<file path="config.mk">
export PLATFORM = sky130hd
export DESIGN_NAME = gain_frame_receiver
export DESIGN_NICKNAME = d
export VERILOG_FILES = /design/src/design/gfr_pkg.sv /design/src/design/gfr_frame_parser.sv /design/src/design/gain_frame_receiver.sv
export SDC_FILE = /design/constraint.sdc
export NUM_CORES = 1
export LEC_CHECK = 0
export BUFFER_PORTS_ARGS = -buffer_cell sky130_fd_sc_hd__buf_2
export CAP_MARGIN = 20
export CORE_ASPECT_RATIO = 0.9
export CORE_MARGIN = 4
export CORE_UTILIZATION = 61
export DETAILED_ROUTE_END_ITERATION = 16
export PLACE_DENSITY_LB_ADDON = 0.2
export SKIP_CTS_REPAIR_TIMING = 1
export SYNTH_ARGS = -nofsm -noshare
export SYNTH_HDL_FRONTEND = slang
export SYNTH_SLANG_ARGS = --single-unit
</file>
<file path="constraint.sdc">
create_clock -name clock -period 12.7 [get_ports clock]
set_input_delay 1.27 -clock clock [delete_from_list [all_inputs] [get_ports clock]]
set_output_delay 1.27 -clock clock [all_outputs]
set_load 0.01 [all_outputs]
</file>
<file path="src/design/gfr_pkg.sv">
// Package for the gain frame receiver: frame layout constants, gain limits,
// shared types and the clamp function.
// Depends on nothing; used by every file of the block.
package gfr_pkg;

   // Number of payload words in a frame.
   localparam int GAIN_WORDS = 10;
   // Number of gain slots that are staged and applied.
   localparam int SLOTS      = 10;

   localparam int BYTE_W     = 8;
   localparam int WORD_W     = 12;
   localparam int GAIN_W     = 10;
   localparam int SUM_W      = 16;
   localparam int SLOT_IDX_W = $clog2(SLOTS);

   // Position counter covers header, payload and both check bytes.
   localparam int POS_W = $clog2(2 * GAIN_WORDS + 4);
   localparam logic [POS_W-1:0] POS_HDR0    = POS_W'(0);
   localparam logic [POS_W-1:0] POS_HDR1    = POS_W'(1);
   localparam logic [POS_W-1:0] POS_PAY_END = POS_W'(2 + 2 * GAIN_WORDS);
   localparam logic [POS_W-1:0] POS_CHK_HI  = POS_W'(3 + 2 * GAIN_WORDS);

   localparam logic [BYTE_W-1:0] HDR0_BYTE = 8'h20;
   localparam logic [BYTE_W-1:0] HDR1_BYTE = 8'h40;

   // Channel widths.
   localparam int REQ_TDATA_W = 8;
   localparam int RSP_TDATA_W = 80;

   typedef logic [WORD_W-1:0] word_type;
   typedef logic [GAIN_W-1:0] gain_type;
   typedef word_type [SLOTS-1:0] word_array_type;
   typedef gain_type [SLOTS-1:0] gain_array_type;

   // Upper limit of each gain slot, slot 0 first.
   localparam gain_type GAIN_LIMIT [SLOTS] = '{
      10'd300, 10'd100, 10'd300, 10'd100, 10'd100,
      10'd50,  10'd100, 10'd50,  10'd1000, 10'd100
   };

   // Frame end report from the parser to the top level.
   typedef struct packed {
      logic done;
      logic good;
   } frame_event_type;

   // Limit one staged word to the ceiling of its slot.
   function automatic gain_type clamp_gain(input word_type value, input gain_type limit);
      gain_type result;
      if (value > WORD_W'(limit)) begin
         result = limit;
      end else begin
         result = GAIN_W'(value);
      end
      return result;
   endfunction

endpackage

</file>
<file path="src/design/gfr_frame_parser.sv">
// Byte-level frame parser: tracks the position in the frame, the running sum,
// stages payload words and reports the check result on the last byte.
// Depends on gfr_pkg.
module gfr_frame_parser (
   input  logic                    clock,
   input  logic                    reset,
   input  logic                    byte_accept,
   input  logic [7:0]              rx_byte,
   output gfr_pkg::word_array_type staged_words,
   output gfr_pkg::frame_event_type frame_event
);
   import gfr_pkg::*;

   logic [POS_W-1:0]  byte_position_ff, byte_position_in;
   logic [SUM_W-1:0]  running_sum_ff, running_sum_in;
   logic [BYTE_W-1:0] low_byte_hold_ff, low_byte_hold_in;
   logic [BYTE_W-1:0] check_low_byte_ff, check_low_byte_in;
   word_array_type    staged_words_ff;

   logic [POS_W-1:0]  pay_offset;
   logic [POS_W-2:0]  word_index;
   logic              stage_write;
   logic [SUM_W-1:0]  check_value;

   assign pay_offset  = byte_position_ff - POS_W'(2);
   assign word_index  = pay_offset[POS_W-1:1];
   assign check_value = {rx_byte, check_low_byte_ff};

   // Next state of the frame walk for the byte that is offered.
   always_comb begin
      byte_position_in  = byte_position_ff;
      running_sum_in    = running_sum_ff;
      low_byte_hold_in  = low_byte_hold_ff;
      check_low_byte_in = check_low_byte_ff;
      stage_write       = 1'b0;
      frame_event       = '0;
      if (byte_position_ff == POS_HDR0) begin
         if (rx_byte == HDR0_BYTE) begin
            running_sum_in   = SUM_W'(HDR0_BYTE);
            byte_position_in = POS_HDR1;
         end else begin
            byte_position_in = POS_HDR0;
         end
      end else if (byte_position_ff == POS_HDR1) begin
         if (rx_byte == HDR1_BYTE) begin
            running_sum_in   = running_sum_ff + SUM_W'(HDR1_BYTE);
            byte_position_in = POS_W'(2);
         end else begin
            byte_position_in = POS_HDR0;
         end
      end else if (byte_position_ff < POS_PAY_END) begin
         running_sum_in   = running_sum_ff + SUM_W'(rx_byte);
         byte_position_in = byte_position_ff + POS_W'(1);
         if (!pay_offset[0]) begin
            low_byte_hold_in = rx_byte;
         end else begin
            stage_write = (word_index < (POS_W-1)'(SLOTS));
         end
      end else if (byte_position_ff == POS_PAY_END) begin
         check_low_byte_in = rx_byte;
         byte_position_in  = byte_position_ff + POS_W'(1);
      end else if (byte_position_ff == POS_CHK_HI) begin
         // The expected check is 0xFFFF minus the sum, i.e. its complement.
         frame_event.done = 1'b1;
         frame_event.good = (check_value == ~running_sum_ff);
         byte_position_in = POS_HDR0;
      end else begin
         byte_position_in = POS_HDR0;
      end
   end

   // Control state.
   always_ff @(posedge clock) begin
      if (reset) begin
         byte_position_ff  <= POS_HDR0;
         running_sum_ff    <= '0;
         low_byte_hold_ff  <= '0;
         check_low_byte_ff <= '0;
      end else if (byte_accept) begin
         byte_position_ff  <= byte_position_in;
         running_sum_ff    <= running_sum_in;
         low_byte_hold_ff  <= low_byte_hold_in;
         check_low_byte_ff <= check_low_byte_in;
      end
   end

   // Staged payload words; every slot is written before a check can use it.
   always_ff @(posedge clock) begin
      if (byte_accept && stage_write) begin
         staged_words_ff[word_index[SLOT_IDX_W-1:0]] <=
            WORD_W'({rx_byte, low_byte_hold_ff});
      end
   end

   assign staged_words = staged_words_ff;

endmodule

</file>
<file path="src/design/gain_frame_receiver.sv">
// Gain frame receiver top level: parser, held gains and the result register.
// Depends on gfr_pkg and gfr_frame_parser.
//
// Usage:
//   The req_ channel carries one received byte per transaction. A frame is the
//   header 0x20 0x40, twenty payload bytes that form ten little-endian 12-bit
//   words, then a 16-bit check sent low byte first. The rsp_ channel carries
//   one transaction per frame, on the check's high byte: frame_good and the
//   ten held gains, updated first when the check matched.
//   A result is registered and shown in the cycle after the byte that ends the frame.
//   Throughput: one byte per cycle while no pending result is held back; the
//   position counter and the 16-bit running sum update on each accepted byte.
//   A byte that breaks the header returns the parser to the start and is
//   dropped without a result.
//   Reset clears the position, the sum, the held gains and the result valid
//   flag; staged words and the result payload are not cleared.
//   When the receiver stalls, the pending result holds in the output
//   register and req_tready drops until it is taken; a result taken in the
//   same cycle frees the register for the next byte.
module gain_frame_receiver (
   input  logic                            clock,
   input  logic                            reset,
   input  logic                            req_tvalid,
   output logic                            req_tready,
   // [7:0] rx_byte
   input  logic [gfr_pkg::REQ_TDATA_W-1:0] req_tdata,
   output logic                            rsp_tvalid,
   input  logic                            rsp_tready,
   // [0] frame_good, [9:1] roll_angle_p, [16:10] roll_angle_d,
   // [25:17] pitch_angle_p, [32:26] pitch_angle_d, [39:33] roll_rate_p,
   // [45:40] roll_rate_d, [52:46] pitch_rate_p, [58:53] pitch_rate_d,
   // [68:59] yaw_rate_p, [75:69] yaw_rate_d, [79:76] zero
   output logic [gfr_pkg::RSP_TDATA_W-1:0] rsp_tdata
);
   import gfr_pkg::*;

   logic                   req_accept;
   word_array_type         staged_words;
   frame_event_type        frame_event;
   gain_array_type         applied_gains_ff, applied_gains_in;
   logic                   rsp_tvalid_ff, rsp_tvalid_in;
   logic [RSP_TDATA_W-1:0] rsp_tdata_ff, rsp_tdata_in;

   // A byte is taken whenever the result register is free or being emptied.
   assign req_tready = !rsp_tvalid_ff || rsp_tready;
   assign req_accept = req_tvalid && req_tready;

   gfr_frame_parser u_parser (
      .clock        (clock),
      .reset        (reset),
      .byte_accept  (req_accept),
      .rx_byte      (req_tdata[7:0]),
      .staged_words (staged_words),
      .frame_event  (frame_event)
   );

   // Apply clamped staged words when a frame ends with a matching check.
   always_comb begin
      applied_gains_in = applied_gains_ff;
      if (req_accept && frame_event.done && frame_event.good) begin
         for (int i = 0; i < SLOTS; i++) begin
            applied_gains_in[i] = clamp_gain(staged_words[i], GAIN_LIMIT[i]);
         end
      end
   end

   // Result register load and release.
   always_comb begin
      rsp_tvalid_in = rsp_tvalid_ff && !rsp_tready;
      rsp_tdata_in  = rsp_tdata_ff;
      if (req_accept && frame_event.done) begin
         rsp_tvalid_in = 1'b1;
         rsp_tdata_in  = {4'b0000,
                          applied_gains_in[9][6:0],
                          applied_gains_in[8][9:0],
                          applied_gains_in[7][5:0],
                          applied_gains_in[6][6:0],
                          applied_gains_in[5][5:0],
                          applied_gains_in[4][6:0],
                          applied_gains_in[3][6:0],
                          applied_gains_in[2][8:0],
                          applied_gains_in[1][6:0],
                          applied_gains_in[0][8:0],
                          frame_event.good};
      end
   end

   always_ff @(posedge clock) begin
      if (reset) begin
         applied_gains_ff <= '0;
         rsp_tvalid_ff    <= 1'b0;
      end else begin
         applied_gains_ff <= applied_gains_in;
         rsp_tvalid_ff    <= rsp_tvalid_in;
      end
   end

   // Result payload needs no reset.
   always_ff @(posedge clock) begin
      rsp_tdata_ff <= rsp_tdata_in;
   end

   assign rsp_tvalid = rsp_tvalid_ff;
   assign rsp_tdata  = rsp_tdata_ff;

endmodule

</file>
# --- After elaboration in Yosys (flattened, before gate mapping) ---
# Index checks and enable logic that the tools add are counted.
word_totals:
  elab_cells: 114
  reg_bits: 331
  input_bits: 12
  out_inout_bits: 82
classes:
  eq_ne: 8
  reduce_logical: 14
  bitwise_logic: 5
  muxes: 35
  order_cmp: 14
  n_addsub: 4
ops:
  columns: ["operator", "count"]
  rows:
  - ["120-bit bitwise mux", 1]
  - ["97-bit 2-to-1 mux", 1]
  - ["10-bit 2-to-1 mux", 9]
  - ["16-bit 2-to-1 mux", 5]
  - ["12-bit by 7-bit > comparator with 1-bit output, second input constant", 5]
  - ["12-bit demux with 4-bit select", 1]
  - ["12-bit by 6-bit > comparator with 1-bit output, second input constant", 2]
  - ["12-bit by 9-bit > comparator with 1-bit output, second input constant", 2]
  - ["5-bit 2-to-1 mux", 4]
  - ["16-bit by 7-bit adder with 16-bit output, second input constant", 1]
  - ["16-bit by 8-bit adder with 16-bit output", 1]
  - ["16-bit equality test", 1]
  - ["16-bit inverter", 1]
  - ["12-bit by 10-bit > comparator with 1-bit output, second input constant", 1]
  - ["12-bit 2-to-1 mux", 1]
  - ["2-bit 2-to-1 mux", 6]
  - ["5-bit equality test, second input constant", 2]
  - ["5-bit AND reduction", 2]
  - ["8-bit by 6-bit equality test with 1-bit output, second input constant", 1]
  - ["8-bit by 7-bit equality test with 1-bit output, second input constant", 1]
  - ["7-bit 2-to-1 mux", 1]
  - ["1-bit logical AND", 6]
  - ["1-bit 2-to-1 mux", 6]
  - ["5-bit by 1-bit adder with 5-bit output, second input constant", 1]
  - ["14 further kinds", 18]

# --- Longest topological paths before layout ---
# Gate-level depths: netlist of the first run.
logic_depth:
  ltp_word: 10
  ltp_mapped: 12
  depth_no_buf: 9

# --- By module ---
# Synthesis of the first run repeated with hierarchy kept, for this count alone.
unflattened:
  cells_unflattened: 909
  hier_area_um2: 12300.5
modules_own_cells:
  columns: ["module", "instances", "area_each_um2", "cells_each", "seq_area_each_um2"]
  rows:
  - ["gain_frame_receiver", 1, 6279.8, 511, 3803.6]
  - ["gfr_frame_parser", 1, 6020.8, 398, 4344.2]

# --- Least setup slack after synthesis of the first run ---
# OpenSTA, ideal clock, no wires.
synth_path:
  path_type: "input -> register"
  from: "in rsp_tready"
  to: "reg rsp_tdata_ff[10], in the netlist rsp_tdata[10], data pin"
  path_buffers: 3
  setup_slack_ns: 8.120
  stages: 10
  arrival_ns: 4.326
  path_cell_list: "nand2b_1 > clkbuf_1 > nand2_1 > or2_2 > clkbuf_1 > inv_1 > nand2b_1 > clkbuf_1 > nand2_1 > nand2_1"
synth_lines:
  columns: ["item", "line", "source"]
  rows:
  - ["from (decl)", "gain_frame_receiver.sv:28", "input logic rsp_tready,"]
  - ["to (signal assigned)", "gain_frame_receiver.sv:100", "rsp_tdata_ff <= rsp_tdata_in;"]
  - ["to (decl)", "gain_frame_receiver.sv:42", "logic [RSP_TDATA_W-1:0] rsp_tdata_ff, rsp_tdata_in;"]

# --- Final worst setup path of the first run ---
layout_path:
  from: "in rsp_tready"
  to: "out req_tready"
layout_between:
  elab_chain_cells: 1
layout_lines:
  columns: ["item", "line", "source"]
  rows:
  - ["1-bit logical OR", "gain_frame_receiver.sv:45", "assign req_tready = !rsp_tvalid_ff || rsp_tready;"]
  - ["to (decl)", "gain_frame_receiver.sv:24", "output logic req_tready,"]
# Every way passes these cells.

==> results of run 1 <==
routing by layer:
layer  GRT usage (%)  share of wire (%)
met1           29.87                 44
met4           6.320                2.9
met3           3.306                5.6
met2           34.57                 47
met5               0                  0
flip-flops by register name, summed over array words and instances (netlist names):
register and count:
rsp_tdata 76, applied_gains_ff 75, u_parser.staged_words 120, rsp_tvalid 1, u_parser.low_byte_hold_ff 8, u_parser.check_low_byte_ff 8
u_parser.byte_position_ff 5, u_parser.running_sum_ff 16
critical path, stage by stage:
cell	delay, ps
sky130_fd_sc_hd__buf_2	90
sky130_fd_sc_hd__nand2b_1	280
sky130_fd_sc_hd__buf_2	220
cells in the mapped netlist, drive strengths merged, types with 6 or more instances:
| library cell | instances |
|---|---|
| nor2 | 110 |
| ha | 19 |
| nor2b | 17 |
| nor3 | 22 |
| mux2i | 16 |
| nand2 | 106 |
| xnor2 | 28 |
| nand3 | 47 |
| clkbuf | 22 |
| and2 | 15 |
| o21ai | 13 |
| xor2 | 6 |
| dfxtp | 113 |
| a31oi | 11 |
| edfxtp | 196 |
| and3 | 7 |
| buf | 22 |
| a211oi | 39 |
| nor4 | 13 |
| a21oi | 91 |
through the flow:
stage	setup slack (ps)	utilization, %	hold slack [ps]	power (W)	std cells
finish	9564	69.90	458.0	0.001955	1319
CTS	9570	69.90	460.8	0.001968	1319
floorplan	8120	-	439.9	0.001117	966
detailed placement	9040	64.99	452.7	0.001132	1266
global route	9375	69.90	476.1	0.002018	1319
global placement	9083	64.99	446.2	0.001132	1266
cell families after synthesis:
kind of cell	count (synthesis)
adders and majority gates	20
DFF	309
muxes	17
buffers and inverters	49
and+or+nand+nor	355
AOI/OAI and AO/OA	178
xor gates and xnor gates	34
other	1
where the power goes:
| group | switching (W) | internal [W] | total, W |
|---|---|---|---|
| registers | 0.00000618 | 0.00106 | 0.00107 |
| logic | 0.0000280 | 0.0000147 | 0.0000427 |
| clock network | 0.000346 | 0.000499 | 0.000845 |
| total | 0.000380 | 0.00158 | 0.00196 |
area by class of cell:
| type | count | share of cell area [%] |
|---|---|---|
| flip-flops and latches | 309 | 60.84 |
| repair buffers | 94 | 3.625 |
| clock inverters | 12 | 1.037 |
| inverters | 5 | 0.1401 |
| clock buffers | 41 | 5.980 |
| well taps | 250 | 2.336 |
| multi-input cells | 608 | 26.04 |
how the worst max path moves through the flow:
stage / depth (start not counted) / startpoint / slack, ps / endpoint
CTS: 3 / rsp_tready / 9570 / req_tready
global placement: 7 / req_tdata[0] / 9080 / rsp_tdata[39]
global route: 8 / req_tdata[0] / 9380 / rsp_tdata[25]
finish: 3 / rsp_tready / 9560 / req_tready
floorplan: 10 / rsp_tready / 8120 / rsp_tdata[10]
detailed placement: 8 / req_tdata[0] / 9040 / applied_gains_ff[53]
==> flow_results.org, run 1 <==
** Timing
- At the pin with the least slew margin, the transition time is slightly above 1000 ps.
- The number of slew-limit violations in the final report came to 0.
- Measured against its own limit, the worst slew margin works out to a little under a third.
- The count of final hold-check violations was 0.
- Final Cycle Share :: 24.70%
- Derived from the worst setup path, the maximum achievable clock frequency is 318.8 MHz.
- Setup violations remaining at the end of the flow were counted as 0.
- Unrepaired setup endpoints after global routing :: false
- Setup tns final :: 0 ps
- Across the routed clock network, the largest skew measured is between 10 and 15 ps.
- Minimum clock period :: 3136 ps

** Min path
- The worst hold path begins at applied_gains_ff[50].
- Worst hold stages :: 2
- The path class of the tightest hold or removal check is reg2reg.
- The worst hold path terminates at applied_gains_ff[50].

** Synthesis
- Async SR Flop Fraction :: 0%
- The share of synthesized area in the top cell type comes to 49.61%.
- Yosys attributes the largest share of cell area to sky130_fd_sc_hd__edfxtp_1, sky130_fd_sc_hd__dfxtp_1, sky130_fd_sc_hd__a21oi_1, sky130_fd_sc_hd__nor2_1, sky130_fd_sc_hd__nand2_1.
- Mean instance size in the synthesized netlist :: between 10 and 15 um^2
- Largest area contributor in the synthesized netlist :: sky130_fd_sc_hd__edfxtp_1
- For this run, the number of Yosys warnings is 0.
- Post-synthesis mux area share :: around 1.5%
- Synth Register Bits :: 309
- Among all flip-flop cells after synthesis, the most frequent one is sky130_fd_sc_hd__edfxtp_1.
- After synthesis, the largest family of logic cells by area is simple AND/OR/NAND/NOR gates.
- The synthesized netlist devotes between 9 and 10% of its cell area to compound gates.
- Part of the Yosys area used for sequential elements :: between 60 and 70%
- Gate count of the mapped netlist :: slightly below 1000
- Synthesized area :: ~12000 um^2
- Distinct cell type count of the synthesized netlist :: 53
- The synthesized netlist devotes under 10% of its cell area to adder and majority cells.
- Xor/xnor share of the synthesized area :: about 2.5%
- The synthesized design contains 196 enable-type register cells.
- Post-synthesis simple-gate area fraction :: between 10 and 15%

** Clock tree
- TritonCTS built the clock tree.
- Clock latency of the later-clocked register in the worst-skew pair :: 530 ps
- CTS clk-pin slew, worst paths :: around 60 ps
- Clk sinks :: just over 300
- In this run the deepest clock path goes through 3 buffers.
- Root Driver :: sky130_fd_sc_hd__clkbuf_16
- CTS Buf Count :: 29
- H-tree lvl count :: 1

** Die
- Core ar. :: between 15000 and 20000 um^2
- Initial core utilization :: 61.93%
- The die is 140.3 um tall.
- Ports :: 94
- Die boundary width :: roughly 160 um
- The floorplan step defined a die boundary enclosing ~22000 um^2.
- Site Rows :: 48

** GRT
- The first global-routing pass estimated roughly 37 mm of wire.
- Maximum number of pins on one net before global-route repair :: 83
- The initial antenna violation count is 0.
- Global routing used 21.22% of the available tracks.
- Total global routing overflow :: 0
- The via count of the first global-routing pass came to 7194.

** Routing
- Drt total wl :: roughly 23 mm
- Once detail routing completed, the nets flagged for antenna violations numbered 0.
- After detailed routing, the number of remaining DRC violations is 0.
- Starting DRC count in detailed routing :: around 420
- Average wire length per cell after detail routing :: around 18 um
- Detailed-route via count :: 7463
- Via/cell ratio :: 5.658
- The first detailed-routing pass ran for 4 iterations.

** Finish
- Layout Cell Area excl Fill :: about 13000 um^2
- From synthesis to final layout, the design area changed by 12.88%.
- Area taken by flip-flops and latches :: slightly above 8000 um^2
- In the final layout, the share of cells above drive strength 1 is between 10 and 15%.
- ANT cells :: 0
- Most frequent cells in the layout :: sky130_fd_sc_hd__edfxtp_1, sky130_fd_sc_hd__dfxtp_1, sky130_fd_sc_hd__nor2_1
- Area used by multi-input combinational logic :: roughly 3500 um^2
- Fill cells :: 1390
- Leaving out fill and tap cells, the most frequent cell in the layout is sky130_fd_sc_hd__edfxtp_1.
- At the end of the flow, the number of nets in the layout was roughly 1100.

** Setup path
- CP arrival :: 1870 ps
- Type of the worst setup path :: in2out
- Launching point of the worst reg2reg path :: u_parser.byte_position_ff[2]
- FF-to-FF End :: u_parser.staged_words[97]
- STA classifies the critical path endpoint as an output port.
- Along the worst path, the maximum fanout reaches 7.
- Worst reg-to-reg setup slack :: about 9900 ps
- The worst setup path is launched from an input port.
- STA puts the critical path data required time at around 11000 ps.
- The worst register-to-register path has a depth of 5.

** Placement
- The congestion estimate from routability-driven global placement came to approximately 0.85.
- In this run the tool buffered the top-level ports with 89 buffer cells.
- Sum of net half-perimeters after detailed placement :: 14.59 mm
- Placement Cell Area :: roughly 12000 um^2

** Pwr
- Static Leakage :: roughly 5 nW
- The worst-case IR drop observed on VDD is 0.1036 mV.
- Dividing total power by cell area gives a power density of around 150 nW/um^2.

** Run
- Max-cap violations in this run came to 0.

** Outcome
- The flow ran to the end, and the final reports show no timing, DRC or antenna violations.
(Power assumes the default switching activity.)
==> inputs of run 2 (changes only) <==
--- a/config.mk
+++ b/config.mk
@@ -9,7 +9,7 @@
 export CAP_MARGIN = 20
 export CORE_ASPECT_RATIO = 0.9
 export CORE_MARGIN = 4
-export CORE_UTILIZATION = 61
+export CORE_UTILIZATION = 54
 export DETAILED_ROUTE_END_ITERATION = 16
 export PLACE_DENSITY_LB_ADDON = 0.2
 export SKIP_CTS_REPAIR_TIMING = 1
==> constraint.sdc (replaced) <==
create_clock -name clock -period 2.85 [get_ports clock]
set_input_delay 0.285 -clock clock [delete_from_list [all_inputs] [get_ports clock]]
set_output_delay 0.285 -clock clock [all_outputs]
set_load 0.01 [all_outputs]
==> run 2 against run 1 <==
Clock skew fell by 0.53 ps; via count barely moved; clock power rose to 4.7 times the previous value; sequential share of layout area fell by 1.2 points; worst setup slack got worse by 9300 ps; combinational power rose to 4.8 times the previous value; critical path depth rose by 4; die area rose by 12%; non-clock buffer count rose by 12.
==> flow_results.org, run 2 (synthesized netlist as in run 1, its figures left out) <==
** Placement
- The area after detailed placement is 12640 um^2 (+1.5%).
- The post-detailed-placement half-perimeter wirelength is 15.28 mm (+4.7%).
- Number of I/O port buffers :: 89 (unchanged)
- Routability congestion estimate from global placement :: 0.9247 (+8.7%)
- The number of instances in the placed design is 1319 (+4.2%).

** Timing
- Counting I/O delays and the setup requirement, the final critical path takes 2619 ps.
- Derived from the worst setup path, the maximum achievable clock frequency is 381.8 MHz.
- Count of endpoints failing setup in the final report :: 0 (unchanged)
- Number of pins exceeding their max-slew limit in the final report :: 0 (unchanged)
- The count of final hold-check violations was 0 (unchanged).
- The transition at the pin with the smallest max-transition slack was 732.4 ps (-287.6 ps).
- Unrepaired setup endpoints after global routing :: false
- Final Cycle Share :: between 90% and 100%
- Setup tns final :: 0 ps (unchanged)
- The post-route clock skew was 11.71 ps (-0.5339 ps).
- The relative max-transition margin is 51.17% (+19 points).

** Routing
- Detailed-route via count :: 7456 (-0.094%)
- The number of vias per cell came to 5.423 (-4.2%).
- Final routed DRC violation total :: 0 (unchanged)
- Count of nets left with antenna violations after detail routing :: 0 (unchanged)
- The total length of routed wires was 23.33 mm (+1.0%).
- The first-pass iteration count of the detailed router was 5 (+1).
- The post-detailed-route wirelength per cell was 16.97 um (-3.1%).
- The number of DRC markers in iteration 0 came to 504 (+20%).

** Pwr
- The power per cell area is 653.0 nW/um^2 (+350%).
- The worst voltage drop across the vdd grid is 0.5792 mV (+460%).
- The cell leakage power is 5.236 nW (+2.2%).
- Post-layout total power :: 0.008918 W (+360%)

** Die
- Ports :: 94 (unchanged)
- The number of placement rows was 51 (+6.3%).
- Height of the chip :: 148.6 um (+5.9%)
- Initial core utilization :: 54.84% (-7.1 points)
- Die area :: 24410 um^2 (+12%)
- Die boundary width :: 164.2 um (+6.0%)
- Core ar. :: 21630 um^2 (+13%)

** Setup path
- The critical path in this run is classified as reg2reg.
- The critical path starts at u_parser.byte_position_ff[1].
- Kind of start point of the critical path :: register
- In this run the critical register-to-register path is launched from u_parser.byte_position_ff[1].
- The critical-path maximum fanout came to 12 (+5).
- The worst setup path is captured at a register.
- Required arrival time at the worst endpoint :: 3030 ps (-8400 ps)
- CP arrival :: 2800 ps (+930 ps)

** GRT
- Global-route wire length before repair :: 37.58 mm (+1.3%)
- The initial antenna violation count came to 0 (unchanged).
- The via count of the first global-routing pass is 7293 (+1.4%).
- Maximum number of pins on one net before global-route repair :: 89 (+7.2%)
- The total global routing overflow was 0 (unchanged).
- Overall track demand over capacity in global routing :: 19.25% (-2.0 points)

** Clock tree
- The later-pin clock latency in the skew report is 550 ps (+20 ps).
- CTS Buf Count :: 30 (+3.4%)
- Clock tree synthesis selected as its root buffer the cell sky130_fd_sc_hd__clkbuf_16.
- CTS clk-pin slew, worst paths :: 60 ps (about the same)
- The maximum level of the CTS H-tree came to 1 (unchanged).
- CTS max path bufs :: 3 (unchanged)
- The clock sink count was 309 (unchanged).
- TritonCTS built the clock tree.

** Finish
- NumNets Final :: 1092 (+1.2%)
- The final instance area was 13660 um^2 (+2.0%).
- Ratio of cells with drive above 1 in the final layout :: 15.68% (+1.7 points)
- ANT cells :: 0 (unchanged)
- Area added between synthesis and finish :: 15.12%
- The non-filler instance count after layout came to 1375 (+4.2%).
- The library cell used most frequently in the layout, excluding fill and tap cells, is sky130_fd_sc_hd__edfxtp_1.
- The library cells used most frequently in the layout, excluding fill and tap cells, are sky130_fd_sc_hd__edfxtp_1, sky130_fd_sc_hd__dfxtp_1, sky130_fd_sc_hd__nor2_1.
- Max FFs per register :: 120 (unchanged)

** Min path
- The worst hold path begins at req_tdata[0].
- The worst hold path belongs to the class in2reg.

** Run
- The max capacitance violation total came to 0 (unchanged).

** Outcome
- The run finished with clean final reports.
run 2: power breakdown:
part	leakage (nW)	switching (W)	internal, W	total [W]
clock	0.497	0.00160	0.00235	0.00396
combinational	1.89	0.000132	0.0000711	0.000203
sequential	2.85	0.0000267	0.00473	0.00476
total	5.24	0.00176	0.00716	0.00892
run 2: layout make-up:
type,count,area [um^2]
repair buffers,106,613.1
flip-flops and latches,309,8149
clock inverters,13,165.2
fillers,1682,7974
clock buffers,43,849.6
inverters,5,22.52
well taps,291,364.1
multi-input cells,608,3495
run 2: path summary, 6_finish.rpt:
check | cells after the start | to | slack [ps]
worst max-delay path | 7 | u_parser.staged_words[67] | 230
worst min-delay path | 1 | u_parser.staged_words[104] | 60
worst max register to register | 7 | u_parser.staged_words[67] | 230
worst min register to register | 2 | applied_gains_ff[50] | 460
run 2: layer usage:
| layer | vias up | global-route usage (%) | part of all wire (%) |
|---|---|---|---|
| li1 | 3696 | - | - |
| met1 | 3538 | 27.68 | 46 |
| met2 | 181 | 31.36 | 47 |
| met3 | 41 | 2.494 | 4.1 |
| met4 | 0 | 4.906 | 2.5 |
| met5 | - | 0 | 0 |
run 2: worst max-delay path, cell delays in order, from the launching register on:
cell and delay, ps:
sky130_fd_sc_hd__dfxtp_1 480, sky130_fd_sc_hd__inv_1 190, sky130_fd_sc_hd__ha_1 240, sky130_fd_sc_hd__nor2_1 170, sky130_fd_sc_hd__o2111a_2 320, sky130_fd_sc_hd__nand3_1 130, sky130_fd_sc_hd__nor2_1 200, sky130_fd_sc_hd__and2_1 510
run 2: through the flow:
stage	utilization [%]	setup WS (ps)	hold slack, ps
2_1_floorplan	-	7.633	383.9
3_3_place_gp	58.45	355.6	446.1
3_5_place_dp	58.45	269.8	452.5
4_1_cts	63.14	260.6	38.31
5_1_grt	63.14	4.837	47.10
6_report	63.14	230.9	64.22
